===== src/rtl/tmfp_pkg.sv =====
// Shared types and constants for the message frame parser.
// No dependencies; tlv_message_frame_parser, tmfp_deframer and tmfp_checker use it.
package tmfp_pkg;

	localparam int unsigned FIXED_HDR  = 6;
	localparam int unsigned LEN_FIELD  = 2;
	localparam int unsigned WORD_BYTES = 4;

	typedef enum logic [3:0] {
		PH_TOTAL   = 4'd0,
		PH_HDRLEN  = 4'd1,
		PH_ID      = 4'd2,
		PH_FLAGS   = 4'd3,
		PH_CTYPE   = 4'd4,
		PH_OTYPE   = 4'd5,
		PH_OLEN    = 4'd6,
		PH_OVAL    = 4'd7,
		PH_PAYLOAD = 4'd8
	} phase_t;

	typedef enum logic [2:0] {
		ST_OK          = 3'd0,
		ST_BAD_CONTENT = 3'd1,
		ST_HDR_SHORT   = 3'd2,
		ST_OPT_OVERRUN = 3'd3,
		ST_TOTAL_SHORT = 3'd4
	} status_t;

	typedef struct packed {
		logic [3:0]  byte_kind;
		logic [7:0]  byte_value;
		logic [31:0] field_value;
		logic        field_complete;
		logic [7:0]  current_option_type;
		logic        end_of_message;
		logic [2:0]  status;
	} res_t;

	// first error in a frame wins
	function automatic status_t raise(input status_t cur, input status_t code);
		raise = (cur == ST_OK) ? code : cur;
	endfunction

endpackage


===== src/rtl/tmfp_in_if.sv =====
// Byte request channel of the message frame parser.
// Depends on nothing.
interface tmfp_in_if;
	logic       valid;
	logic       ready;
	logic [7:0] stream_byte;

	modport source (output valid, output stream_byte, input ready);
	modport sink (input valid, input stream_byte, output ready);
endinterface


===== src/rtl/tmfp_out_if.sv =====
// Result request channel of the message frame parser.
// Depends on nothing.
interface tmfp_out_if;
	logic        valid;
	logic        ready;
	logic [3:0]  byte_kind;
	logic [7:0]  byte_value;
	logic [31:0] field_value;
	logic        field_complete;
	logic [7:0]  current_option_type;
	logic        end_of_message;
	logic [2:0]  status;

	modport source (output valid, output byte_kind, output byte_value, output field_value,
		output field_complete, output current_option_type, output end_of_message,
		output status, input ready);
	modport sink (input valid, input byte_kind, input byte_value, input field_value,
		input field_complete, input current_option_type, input end_of_message,
		input status, output ready);
endinterface


===== src/rtl/tlv_message_frame_parser.sv =====
// Top level of the message frame parser: input stage, result stage, content-type register.
// Depends on tmfp_pkg, tmfp_in_if, tmfp_out_if and tmfp_deframer.
//
// Takes one stream byte per request and returns one classified result per byte, in order.
// Throughput is one byte per clock; an accepted byte passes the input register, then the
// result register, before its result is offered. The parse state updates as a byte moves
// from the input register into the result register, so bytes follow back to back with no
// bubbles; ready drops only when both stages hold data and the result side stalls.
// Write accepted_content_type only while no byte is in flight.
module tlv_message_frame_parser (
	input  logic       clk,
	input  logic       arst_n,
	tmfp_in_if.sink    stream,
	tmfp_out_if.source result,
	input  logic       cfg_wr_en,
	input  logic [7:0] cfg_wr_data
);

	logic            valid_s1;
	logic [7:0]      byte_s1;
	logic            valid_s2;
	tmfp_pkg::res_t  res_s2;
	tmfp_pkg::res_t  res;
	logic [7:0]      ctype_q;
	logic            adv1;
	logic            adv2;

	assign adv2 = !valid_s2 || result.ready;
	assign adv1 = valid_s1 && adv2;
	assign stream.ready = !valid_s1 || adv1;

	always_ff @(posedge clk or negedge arst_n) begin
		if (!arst_n)
			ctype_q <= '0;
		else if (cfg_wr_en)
			ctype_q <= cfg_wr_data;
	end

	always_ff @(posedge clk or negedge arst_n) begin
		if (!arst_n) begin
			valid_s1 <= 1'b0;
			valid_s2 <= 1'b0;
		end else begin
			if (stream.ready)
				valid_s1 <= stream.valid;
			if (adv2)
				valid_s2 <= valid_s1;
		end
	end

	always_ff @(posedge clk) begin
		if (stream.valid && stream.ready)
			byte_s1 <= stream.stream_byte;
		if (adv1)
			res_s2 <= res;
	end

	tmfp_deframer u_deframer (
		.clk                   (clk),
		.arst_n                (arst_n),
		.step                  (adv1),
		.data                  (byte_s1),
		.accepted_content_type (ctype_q),
		.res                   (res)
	);

	assign result.valid               = valid_s2;
	assign result.byte_kind           = res_s2.byte_kind;
	assign result.byte_value          = res_s2.byte_value;
	assign result.field_value         = res_s2.field_value;
	assign result.field_complete      = res_s2.field_complete;
	assign result.current_option_type = res_s2.current_option_type;
	assign result.end_of_message      = res_s2.end_of_message;
	assign result.status              = res_s2.status;

endmodule


===== src/rtl/tmfp_deframer.sv =====
// Frame parsing state and per-byte classification.
// Depends on tmfp_pkg; state advances on each step.
module tmfp_deframer (
	input  logic            clk,
	input  logic            arst_n,
	input  logic            step,
	input  logic [7:0]      data,
	input  logic [7:0]      accepted_content_type,
	output tmfp_pkg::res_t  res
);

	tmfp_pkg::phase_t  phase_q, phase_n;
	logic [1:0]        fbc_q, fbc_n;
	logic [31:0]       acc_q, acc_n;
	logic [31:0]       total_q, total_n;
	logic [15:0]       opt_left_q, opt_left_n;
	logic [7:0]        oval_left_q, oval_left_n;
	logic [7:0]        otype_q, otype_n;
	logic [31:0]       pay_left_q, pay_left_n;
	tmfp_pkg::status_t err_q, err_n;

	logic [31:0] acc_sh;
	logic [15:0] hlen;
	logic [16:0] need;
	logic [15:0] ob_dec;
	logic [7:0]  ov_dec;
	logic [31:0] pay_dec;
	logic [7:0]  oval_new;

	always_ff @(posedge clk or negedge arst_n) begin
		if (!arst_n) begin
			phase_q     <= tmfp_pkg::PH_TOTAL;
			fbc_q       <= '0;
			acc_q       <= '0;
			total_q     <= '0;
			opt_left_q  <= '0;
			oval_left_q <= '0;
			otype_q     <= '0;
			pay_left_q  <= '0;
			err_q       <= tmfp_pkg::ST_OK;
		end else if (step) begin
			phase_q     <= phase_n;
			fbc_q       <= fbc_n;
			acc_q       <= acc_n;
			total_q     <= total_n;
			opt_left_q  <= opt_left_n;
			oval_left_q <= oval_left_n;
			otype_q     <= otype_n;
			pay_left_q  <= pay_left_n;
			err_q       <= err_n;
		end
	end

	assign acc_sh  = {((fbc_q == 2'd0) ? 24'd0 : acc_q[23:0]), data};
	assign hlen    = acc_sh[15:0];
	assign need    = {1'b0, hlen} + 17'(tmfp_pkg::LEN_FIELD);
	assign ob_dec  = opt_left_q - 16'd1;
	assign ov_dec  = oval_left_q - 8'd1;
	assign pay_dec = pay_left_q - 32'd1;
	assign oval_new = ({8'd0, data} > ob_dec) ? ob_dec[7:0] : data;

	always_comb begin
		phase_n     = phase_q;
		fbc_n       = fbc_q;
		acc_n       = acc_q;
		total_n     = total_q;
		opt_left_n  = opt_left_q;
		oval_left_n = oval_left_q;
		otype_n     = otype_q;
		pay_left_n  = pay_left_q;
		err_n       = err_q;

		res.byte_kind           = phase_q;
		res.byte_value          = data;
		res.field_value         = {24'd0, data};
		res.field_complete      = 1'b0;
		res.current_option_type = '0;
		res.end_of_message      = 1'b0;

		unique case (phase_q)
			tmfp_pkg::PH_HDRLEN: begin
				acc_n = acc_sh;
				res.field_value = acc_sh;
				if (fbc_q == 2'(tmfp_pkg::LEN_FIELD - 1)) begin
					res.field_complete = 1'b1;
					fbc_n = '0;
					if (hlen < 16'(tmfp_pkg::FIXED_HDR)) begin
						err_n = tmfp_pkg::raise(err_n, tmfp_pkg::ST_HDR_SHORT);
						opt_left_n = '0;
					end else begin
						opt_left_n = hlen - 16'(tmfp_pkg::FIXED_HDR);
					end
					if (total_q < {15'd0, need}) begin
						err_n = tmfp_pkg::raise(err_n, tmfp_pkg::ST_TOTAL_SHORT);
						pay_left_n = '0;
					end else begin
						pay_left_n = total_q - {15'd0, need};
					end
					phase_n = tmfp_pkg::PH_ID;
				end else begin
					fbc_n = fbc_q + 2'd1;
				end
			end
			tmfp_pkg::PH_ID: begin
				acc_n = acc_sh;
				res.field_value = acc_sh;
				if (fbc_q == 2'(tmfp_pkg::WORD_BYTES - 1)) begin
					res.field_complete = 1'b1;
					fbc_n = '0;
					phase_n = tmfp_pkg::PH_FLAGS;
				end else begin
					fbc_n = fbc_q + 2'd1;
				end
			end
			tmfp_pkg::PH_FLAGS: begin
				res.field_complete = 1'b1;
				phase_n = tmfp_pkg::PH_CTYPE;
			end
			tmfp_pkg::PH_CTYPE: begin
				res.field_complete = 1'b1;
				if (data != accepted_content_type)
					err_n = tmfp_pkg::raise(err_n, tmfp_pkg::ST_BAD_CONTENT);
				if (opt_left_q != '0) begin
					phase_n = tmfp_pkg::PH_OTYPE;
				end else if (pay_left_q != '0) begin
					phase_n = tmfp_pkg::PH_PAYLOAD;
				end else begin
					phase_n = tmfp_pkg::PH_TOTAL;
					res.end_of_message = 1'b1;
				end
			end
			tmfp_pkg::PH_OTYPE: begin
				otype_n = data;
				res.current_option_type = data;
				res.field_complete = 1'b1;
				opt_left_n = ob_dec;
				if (ob_dec == '0) begin
					err_n = tmfp_pkg::raise(err_n, tmfp_pkg::ST_OPT_OVERRUN);
					if (pay_left_q != '0) begin
						phase_n = tmfp_pkg::PH_PAYLOAD;
					end else begin
						phase_n = tmfp_pkg::PH_TOTAL;
						res.end_of_message = 1'b1;
					end
				end else begin
					phase_n = tmfp_pkg::PH_OLEN;
				end
			end
			tmfp_pkg::PH_OLEN: begin
				res.current_option_type = otype_q;
				res.field_complete = 1'b1;
				opt_left_n = ob_dec;
				if ({8'd0, data} > ob_dec)
					err_n = tmfp_pkg::raise(err_n, tmfp_pkg::ST_OPT_OVERRUN);
				oval_left_n = oval_new;
				fbc_n = '0;
				acc_n = '0;
				if (oval_new != '0) begin
					phase_n = tmfp_pkg::PH_OVAL;
				end else if (ob_dec != '0) begin
					phase_n = tmfp_pkg::PH_OTYPE;
				end else if (pay_left_q != '0) begin
					phase_n = tmfp_pkg::PH_PAYLOAD;
				end else begin
					phase_n = tmfp_pkg::PH_TOTAL;
					res.end_of_message = 1'b1;
				end
			end
			tmfp_pkg::PH_OVAL: begin
				res.current_option_type = otype_q;
				acc_n = {acc_q[23:0], data};
				res.field_value = {acc_q[23:0], data};
				oval_left_n = ov_dec;
				opt_left_n = ob_dec;
				if (ov_dec == '0) begin
					res.field_complete = 1'b1;
					if (ob_dec != '0) begin
						phase_n = tmfp_pkg::PH_OTYPE;
					end else if (pay_left_q != '0) begin
						phase_n = tmfp_pkg::PH_PAYLOAD;
					end else begin
						phase_n = tmfp_pkg::PH_TOTAL;
						res.end_of_message = 1'b1;
					end
				end
			end
			tmfp_pkg::PH_PAYLOAD: begin
				pay_left_n = pay_dec;
				if (pay_dec == '0) begin
					res.field_complete = 1'b1;
					res.end_of_message = 1'b1;
					phase_n = tmfp_pkg::PH_TOTAL;
				end
			end
			default: begin
				res.byte_kind = tmfp_pkg::PH_TOTAL;
				if (fbc_q == 2'd0)
					err_n = tmfp_pkg::ST_OK;
				acc_n = acc_sh;
				res.field_value = acc_sh;
				if (fbc_q == 2'(tmfp_pkg::WORD_BYTES - 1)) begin
					res.field_complete = 1'b1;
					total_n = acc_sh;
					fbc_n = '0;
					phase_n = tmfp_pkg::PH_HDRLEN;
				end else begin
					fbc_n = fbc_q + 2'd1;
					phase_n = tmfp_pkg::PH_TOTAL;
				end
			end
		endcase

		res.status = err_n;
	end

endmodule


===== src/flat_wrapper.sv =====
// flat-port wrapper written by rule: the top's interface ports become plain ports
module tlv_message_frame_parser_flat 
  (clk, arst_n, cfg_wr_en, cfg_wr_data, stream_valid, stream_stream_byte, stream_ready, result_valid, result_byte_kind, result_byte_value, result_field_value, result_field_complete, result_current_option_type, result_end_of_message, result_status, result_ready);
  tmfp_in_if stream_i ();
  tmfp_out_if result_i ();
  input  logic clk;
  input  logic arst_n;
  input  logic cfg_wr_en;
  input  logic [7:0] cfg_wr_data;
  input wire logic [$bits(stream_i.valid)-1:0] stream_valid;
  input wire logic [$bits(stream_i.stream_byte)-1:0] stream_stream_byte;
  output wire logic [$bits(stream_i.ready)-1:0] stream_ready;
  output wire logic [$bits(result_i.valid)-1:0] result_valid;
  output wire logic [$bits(result_i.byte_kind)-1:0] result_byte_kind;
  output wire logic [$bits(result_i.byte_value)-1:0] result_byte_value;
  output wire logic [$bits(result_i.field_value)-1:0] result_field_value;
  output wire logic [$bits(result_i.field_complete)-1:0] result_field_complete;
  output wire logic [$bits(result_i.current_option_type)-1:0] result_current_option_type;
  output wire logic [$bits(result_i.end_of_message)-1:0] result_end_of_message;
  output wire logic [$bits(result_i.status)-1:0] result_status;
  input wire logic [$bits(result_i.ready)-1:0] result_ready;
  assign stream_i.valid = stream_valid;
  assign stream_i.stream_byte = stream_stream_byte;
  assign stream_ready = stream_i.ready;
  assign result_valid = result_i.valid;
  assign result_byte_kind = result_i.byte_kind;
  assign result_byte_value = result_i.byte_value;
  assign result_field_value = result_i.field_value;
  assign result_field_complete = result_i.field_complete;
  assign result_current_option_type = result_i.current_option_type;
  assign result_end_of_message = result_i.end_of_message;
  assign result_status = result_i.status;
  assign result_i.ready = result_ready;
  tlv_message_frame_parser u_core (.clk(clk), .arst_n(arst_n), .stream(stream_i), .result(result_i), .cfg_wr_en(cfg_wr_en), .cfg_wr_data(cfg_wr_data));
endmodule

===== config.mk =====
export PLATFORM = sky130hd
export DESIGN_NAME = tlv_message_frame_parser_flat
export DESIGN_NICKNAME = d
export VERILOG_FILES = /design/src/rtl/tmfp_pkg.sv /design/src/rtl/tmfp_in_if.sv /design/src/rtl/tmfp_out_if.sv /design/src/rtl/tlv_message_frame_parser.sv /design/src/rtl/tmfp_deframer.sv /design/src/flat_wrapper.sv
export SDC_FILE = /design/constraint.sdc
export NUM_CORES = 1
export LEC_CHECK = 0
export ABC_CLOCK_PERIOD_IN_PS = 3700
export CAP_MARGIN = 25
export CORE_ASPECT_RATIO = 1.4
export CORE_UTILIZATION = 54
export CTS_CLUSTER_SIZE = 24
export DETAILED_ROUTE_END_ITERATION = 8
export DONT_BUFFER_PORTS = 1
export PLACE_DENSITY = 0.77
export SETUP_SLACK_MARGIN = 0.3
export SLEW_MARGIN = 25
export SYNTH_ARGS = -nofsm -noshare
export SYNTH_HDL_FRONTEND = slang
export SYNTH_SLANG_ARGS = --single-unit

===== constraint.sdc =====
create_clock -name clk -period 3.7 [get_ports clk]
set_input_delay 0.555 -clock clk [delete_from_list [all_inputs] [get_ports clk]]
set_output_delay 0.555 -clock clk [all_outputs]
set_load 0.05 [all_outputs]

Word level (Yosys, flattened, before mapping)
Cells that the tools add are included.
- mux-type cells: 52
- bitwise logic cells: 3
- add/sub/neg operators: 7
- equality and inequality tests: 15
- reduce and logical (&&, ||, !) cells: 35
- magnitude comparators: 3
- operator list (kind ; number):
    $pmux W32 S2 ; 2
    $pmux W24 S3 ; 1
    $mux W32 ; 2
    $mux W3 ; 13
    $mux W4 ; 9
    $logic_not A32 Y1 ; 1
    $lt A32 B17 Y1 ; 1
    $mux W16 ; 2
    $pmux W16 S2 ; 1
    $pmux W4 S8 ; 1
    $pmux W8 S2 ; 2
    $reduce_bool A16 Y1 ; 2
    $reduce_bool A32 Y1 ; 1
    $sub A32 B1 Y32 const B ; 1
    $sub A32 B17 Y32 ; 1
    $mux W24 ; 1
    $add A16 B2 Y17 const B ; 1
    $eq A4 B3 Y1 const B ; 4
    $gt A8 B16 Y1 ; 1
    $logic_not A16 Y1 ; 1
    $lt A16 B3 Y1 const B ; 1
    $sub A16 B1 Y16 const B ; 1
    $sub A16 B3 Y16 const B ; 1
    $pmux W3 S5 ; 1
    32 further kinds ; 63
- word-level logic and storage cells: 135
- bits of input ports: 21
- output and inout port bits: 59
- bits in registers: 204

Logic depth before layout (Yosys ltp)
- depth in word-level cells: 11
- depth in mapped cells: 17
- depth with buffers taken out: 16

Modules after synthesis
A second synthesis with hierarchy kept.
- cell total of the unflattened synthesis: 1291
- area, all modules: 11785.1 um^2
- modules (own cells, without submodules) (module ; times used ; area an instance (um^2) ; sequential area each (um^2) ; cells an instance):
    tmfp_deframer ; 1 ; 9412.8 ; 3228.1 ; 1201
    tlv_message_frame_parser ; 1 ; 2372.3 ; 2202.1 ; 90

Worst setup path before layout
Ideal clock, no wire load.
- path type: register to register
- start point: register u_core.byte_s1[6]
- end point: register u_core.u_deframer.pay_left_q[31]
- setup time: 0.131 ns
- period minus slack after synthesis: 4.006 ns
- buffers on the path: 1
- slack: -0.306 ns
- required time: 3.569 ns
- stages on the path, launching flop included: 18
- arrival: 3.875 ns
- cells stage by stage: edfxtp_1 -> clkbuf_1 -> and4_1 -> and3_1 -> nand3_1 -> nor3_1 -> nand3_1 -> xnor2_1 -> nand2b_1 -> ha_1 -> a21oi_1 -> nor2b_1 -> o21ai_0 -> nand4_1 -> o21ai_0 -> nand2_1 -> o311a_1 -> or3_1
- longest elaborated chain between the ends: 5
- elaborated cells on any way between the ends: 6
- classes of those cells: add/sub: 2; order compare: 1; mux: 3
- RTL lines (element ; line ; RTL):
    from (decl) ; tlv_message_frame_parser.sv:20 ; logic [7:0] byte_s1;
    from (signal assigned) ; tlv_message_frame_parser.sv:53 ; byte_s1 <= stream.stream_byte;
    $add A16 B2 Y17 (*) ; tmfp_deframer.sv:56 ; assign need = {1'b0, hlen} + 17'(tmfp_pkg::LEN_FIELD);
    $sub A32 B17 Y32 or $lt A32 B17 Y1 (tied branches) ; tmfp_deframer.sv:97, tmfp_deframer.sv:93 ;
    $mux W32 (*) ; tmfp_deframer.sv:93 ; if (total_q < {15'd0, need}) begin
    $mux W32 (*) ; tmfp_deframer.sv:84 ; if (fbc_q == 2'(tmfp_pkg::LEN_FIELD - 1)) begin
    $pmux W32 S2 (*) ; tmfp_deframer.sv:80 ; unique case (phase_q)
    to (signal assigned) ; tmfp_deframer.sv:49 ; pay_left_q <= pay_left_n;
    to (decl) ; tmfp_deframer.sv:19 ; logic [31:0] pay_left_q, pay_left_n;
Every way passes the cells marked *; elsewhere a longest branch is shown, timed or not. The select of a mux whose other input is x is not followed.
A chain may end at the register's enable or synchronous reset.

Final worst setup path
Same ends and word-level chain as after synthesis.

==> flow_metrics.tcl <==
set metrics [dict create \
    status "complete, but fails checks" \
    violations "negative hold slack" \
    critPathRequiredTime_ns 4.03 \
    synth_seq_cells 196 \
    final-setup-viol-count 0 \
    cts.sinks 196 \
    slew_viol_final 0 \
    synthToLayoutAreaGrowth_pct 11.2 \
    drt-vias-per-instance 6.43 \
    max_freq_mhz 301 \
    grt_max_degree 140 \
    synth_nets 1359 \
    power.density_mw_per_mm2 978 \
    tns_ns 0 \
    cp_max_fo 6 \
    clk_latency_ns 0.45 \
    post_drt_wl_per_cell_um 21.1 \
    grt_overflow 0 \
    antenna_found_initial 0 \
    finClkSkew_ns 0.0131 \
    max_slew_margin 0.303 \
    ys_types 81 \
    num_rows 63 \
    dieArea_mm2 0.0224 \
    synth_area_leaders "dfrtp_1 30%, edfxtp_1 15%, nand2_1 5.2%" \
    drive_gt1_frac 0.141 \
    hold_class "input port to async pin" \
    finalPower_mw 12.8 \
    synth_edf_count 57 \
    worstPathArrival_ns 3.66 \
    fin_ws_ns 0.375 \
    fin_crit_ns 3.33 \
    grt_pass1_vias 9683 \
    period_share 0.899 \
    tightest_slew_ns 1.05 \
    wirelength_mm 33.5 \
    io_pins 80 \
    vias 10180 \
    initial_core_util 0.554 \
    num_antenna_cells 0 \
    drt_pass1_iterations 5 \
    stdcell_count 1584 \
    drc 0 \
    synth_ff_type "dfrtp_1" \
    track_usage 0.305 \
    synth.yosys.seq_area_share 0.440 \
    clk_pin_slew_ns 0.08 \
    synth_cells 1300 \
    finalInstanceArea_mm2 0.0131 \
    maxCapViolations 0 \
    dp_hpwl_mm 23.7 \
    tritoncts "yes" \
    synth_top_area_frac 0.295 \
    gp_congestion 0.977 \
    p_leak_nw 5.38 \
    h-tree-depth 4 \
    core-area_mm2 0.0213 \
    rsz0062_at_grt "true" \
    initialDrtViolationCount 779 \
    ys_warn_count 0 \
    dp_cells 1539 \
    port_buffers 0 \
    final_nets 1370 \
    fp.dieW_um 127 \
    cts_buffers 17 \
    avgSynthCellArea_um2 9.06 \
    clk_path_buf_depth 2 \
    synthesis.area_mm2 0.0118 \
    critPathLaunchType "flop" \
    placed_cell_area_mm2 0.0122 \
    root_buffer "clkbuf_16" \
    yosysTopAreaCell "dfrtp_1" \
    synth-async-reset-ratio 0.709 \
    cp-end-kind "flop" \
    ant_nets 0 \
    ir_drop_mv 0.638 \
    chipHeight_um 177 \
    fin_util 0.616 \
    grt_pass1_wl_mm 52.4 \
    hold_viol 139 \
    fin_hold_ws_ns -0.203 \
    crit_type "flop to flop" \
    dpl_worst_slack_ns 0.0732 \
]
==> cells by family after synthesis <==
| logic type | after synthesis | share of synthesized area |
|---|---|---|
| compound gates | 328 | 0.174 |
| xor+xnor | 60 | 0.0446 |
| fa+ha+maj | 38 | 0.0410 |
| buf+inv | 112 | 0.0399 |
| flops | 196 | 0.440 |
| mux | 30 | 0.0281 |
| simple gates | 536 | 0.231 |
==> worst paths after layout <==
| check | from | to | slack, ns | cells after the start |
|---|---|---|---|---|
| setup reg to reg | u_core.byte_s1[6]$_DFFE_PP_ | u_core.u_deframer.pay_left_q[31]$_DFFE_PN0P_ | 0.37 | 15 |
| min in group clk | stream_stream_byte[7] | u_core.byte_s1[7]$_DFFE_PP_ | 0.20 | 0 |
| hold reg to reg | u_core.u_deframer.acc_q[16]$_DFFE_PN0P_ | u_core.u_deframer.acc_q[16]$_DFFE_PN0P_ | 0.49 | 2 |
| setup / recovery | u_core.byte_s1[6]$_DFFE_PP_ | u_core.u_deframer.pay_left_q[31]$_DFFE_PN0P_ | 0.37 | 15 |
| max in group asynchronous | arst_n | u_core.u_deframer.pay_left_q[17]$_DFFE_PN0P_ | 3.72 | 0 |
| hold / removal | arst_n | u_core.u_deframer.opt_left_q[12]$_DFFE_PN0P_ | -0.20 | 0 |
==> flip-flops by register name, summed over array words and instances (netlist names) <==
name and flops:
u_core.result.field_complete 1, u_core.result.field_value 32, u_core.result.status 3, u_core.ctype_q 8
u_core.result.end_of_message 1, u_core.result.byte_kind 4, u_core.result.valid 1, u_core.u_deframer.opt_left_q 16
u_core.u_deframer.phase_q 4, u_core.result.current_option_type 8, u_core.u_deframer.oval_left_q 8, u_core.byte_s1 8
u_core.u_deframer.fbc_q 2, u_core.u_deframer.err_q 3, u_core.u_deframer.total_q 32, u_core.valid_s1 1
u_core.u_deframer.pay_left_q 32, u_core.u_deframer.otype_q 8, u_core.u_deframer.acc_q 24
==> metal layers <==
| metal | up-vias | share of wire | global-route usage |
|---|---|---|---|
| met4 | 0 | 0.046 | 0.163 |
| met1 | 4974 | 0.38 | 0.343 |
| li1 | 4752 | - | - |
| met3 | 86 | 0.053 | 0.0586 |
| met5 | - | 0 | 0 |
| met2 | 368 | 0.53 | 0.545 |
==> cell type report <==
type / count / area (um^2)
clock buffers: 18 / 450
repair buffers: 73 / 552
inverters: 31 / 118
well taps: 260 / 325
flip-flops and latches: 196 / 5190
multi-input cells: 992 / 6350
fillers: 1777 / 8170
clock inverters: 14 / 116
==> critical path: stages, from the launching register on <==
cell      delay (ns)
edfxtp_1        0.37
and4_4          0.27
and3_4          0.22
nand3_4         0.10
nor2_4          0.15
nand3_1         0.10
xnor2_1         0.15
nand2b_1        0.07
ha_1            0.36
nor2b_1         0.18
o21ai_2         0.20
nand4_1         0.13
o21ai_2         0.19
nand2_2         0.09
o311a_1         0.30
or3_1           0.34
==> power breakdown <==
part	switching, mW	leakage [nW]	internal, mW	total (mW)
Sequential	1.31	2.30	3.04	4.35
Clock	0.889	0.287	0.920	1.81
Combinational	3.87	2.80	2.79	6.66
Total	6.07	5.38	6.75	12.8
==> synthesized netlist by cell type, drive strengths merged (9+ instances only) <==
master / number
edfxtp: 57
dfrtp: 139
nand3b: 9
a31oi: 13
a22o: 14
o21a: 11
mux2: 22
or4: 12
nor3: 54
clkbuf: 62
nand3: 45
o31ai: 9
ha: 37
nor2: 83
nor4: 29
and3: 9
nand4: 11
buf: 19
o21ai: 124
inv: 29
a21oi: 71
nor2b: 34
xnor2: 30
or3: 18
nand2: 162
xor2: 30
nand2b: 39
==> what timing repair did <==
item | in CTS | in global routing
cloned | 0 | 0
pin swaps | 2 | 13
resized for setup | 17 | 31
setup endpoints to repair | 24 | 50
buffers inserted | 2 | 11
endpoints found under the hold margin | 139 | 139
==> cell usage in the layout (no fill, tap or decap), types with 9 or more instances in the layout <==
cell / count
a21oi_1: 61
a21oi_2: 9
a22o_1: 14
a31oi_1: 13
buf_4: 72
clkbuf_16: 18
dfrtp_1: 137
edfxtp_1: 57
ha_1: 34
inv_1: 26
mux2_2: 20
nand2_1: 161
nand2b_1: 38
nand3_1: 42
nand3b_1: 9
nand4_1: 11
nor2_1: 78
nor2b_1: 33
nor3_1: 51
nor4_1: 26
o21a_1: 11
o21ai_0: 111
o21ai_1: 9
o31ai_1: 9
or3_1: 17
or4_1: 10
xnor2_1: 25
xor2_1: 30
Power figures use the tool's default switching activity.
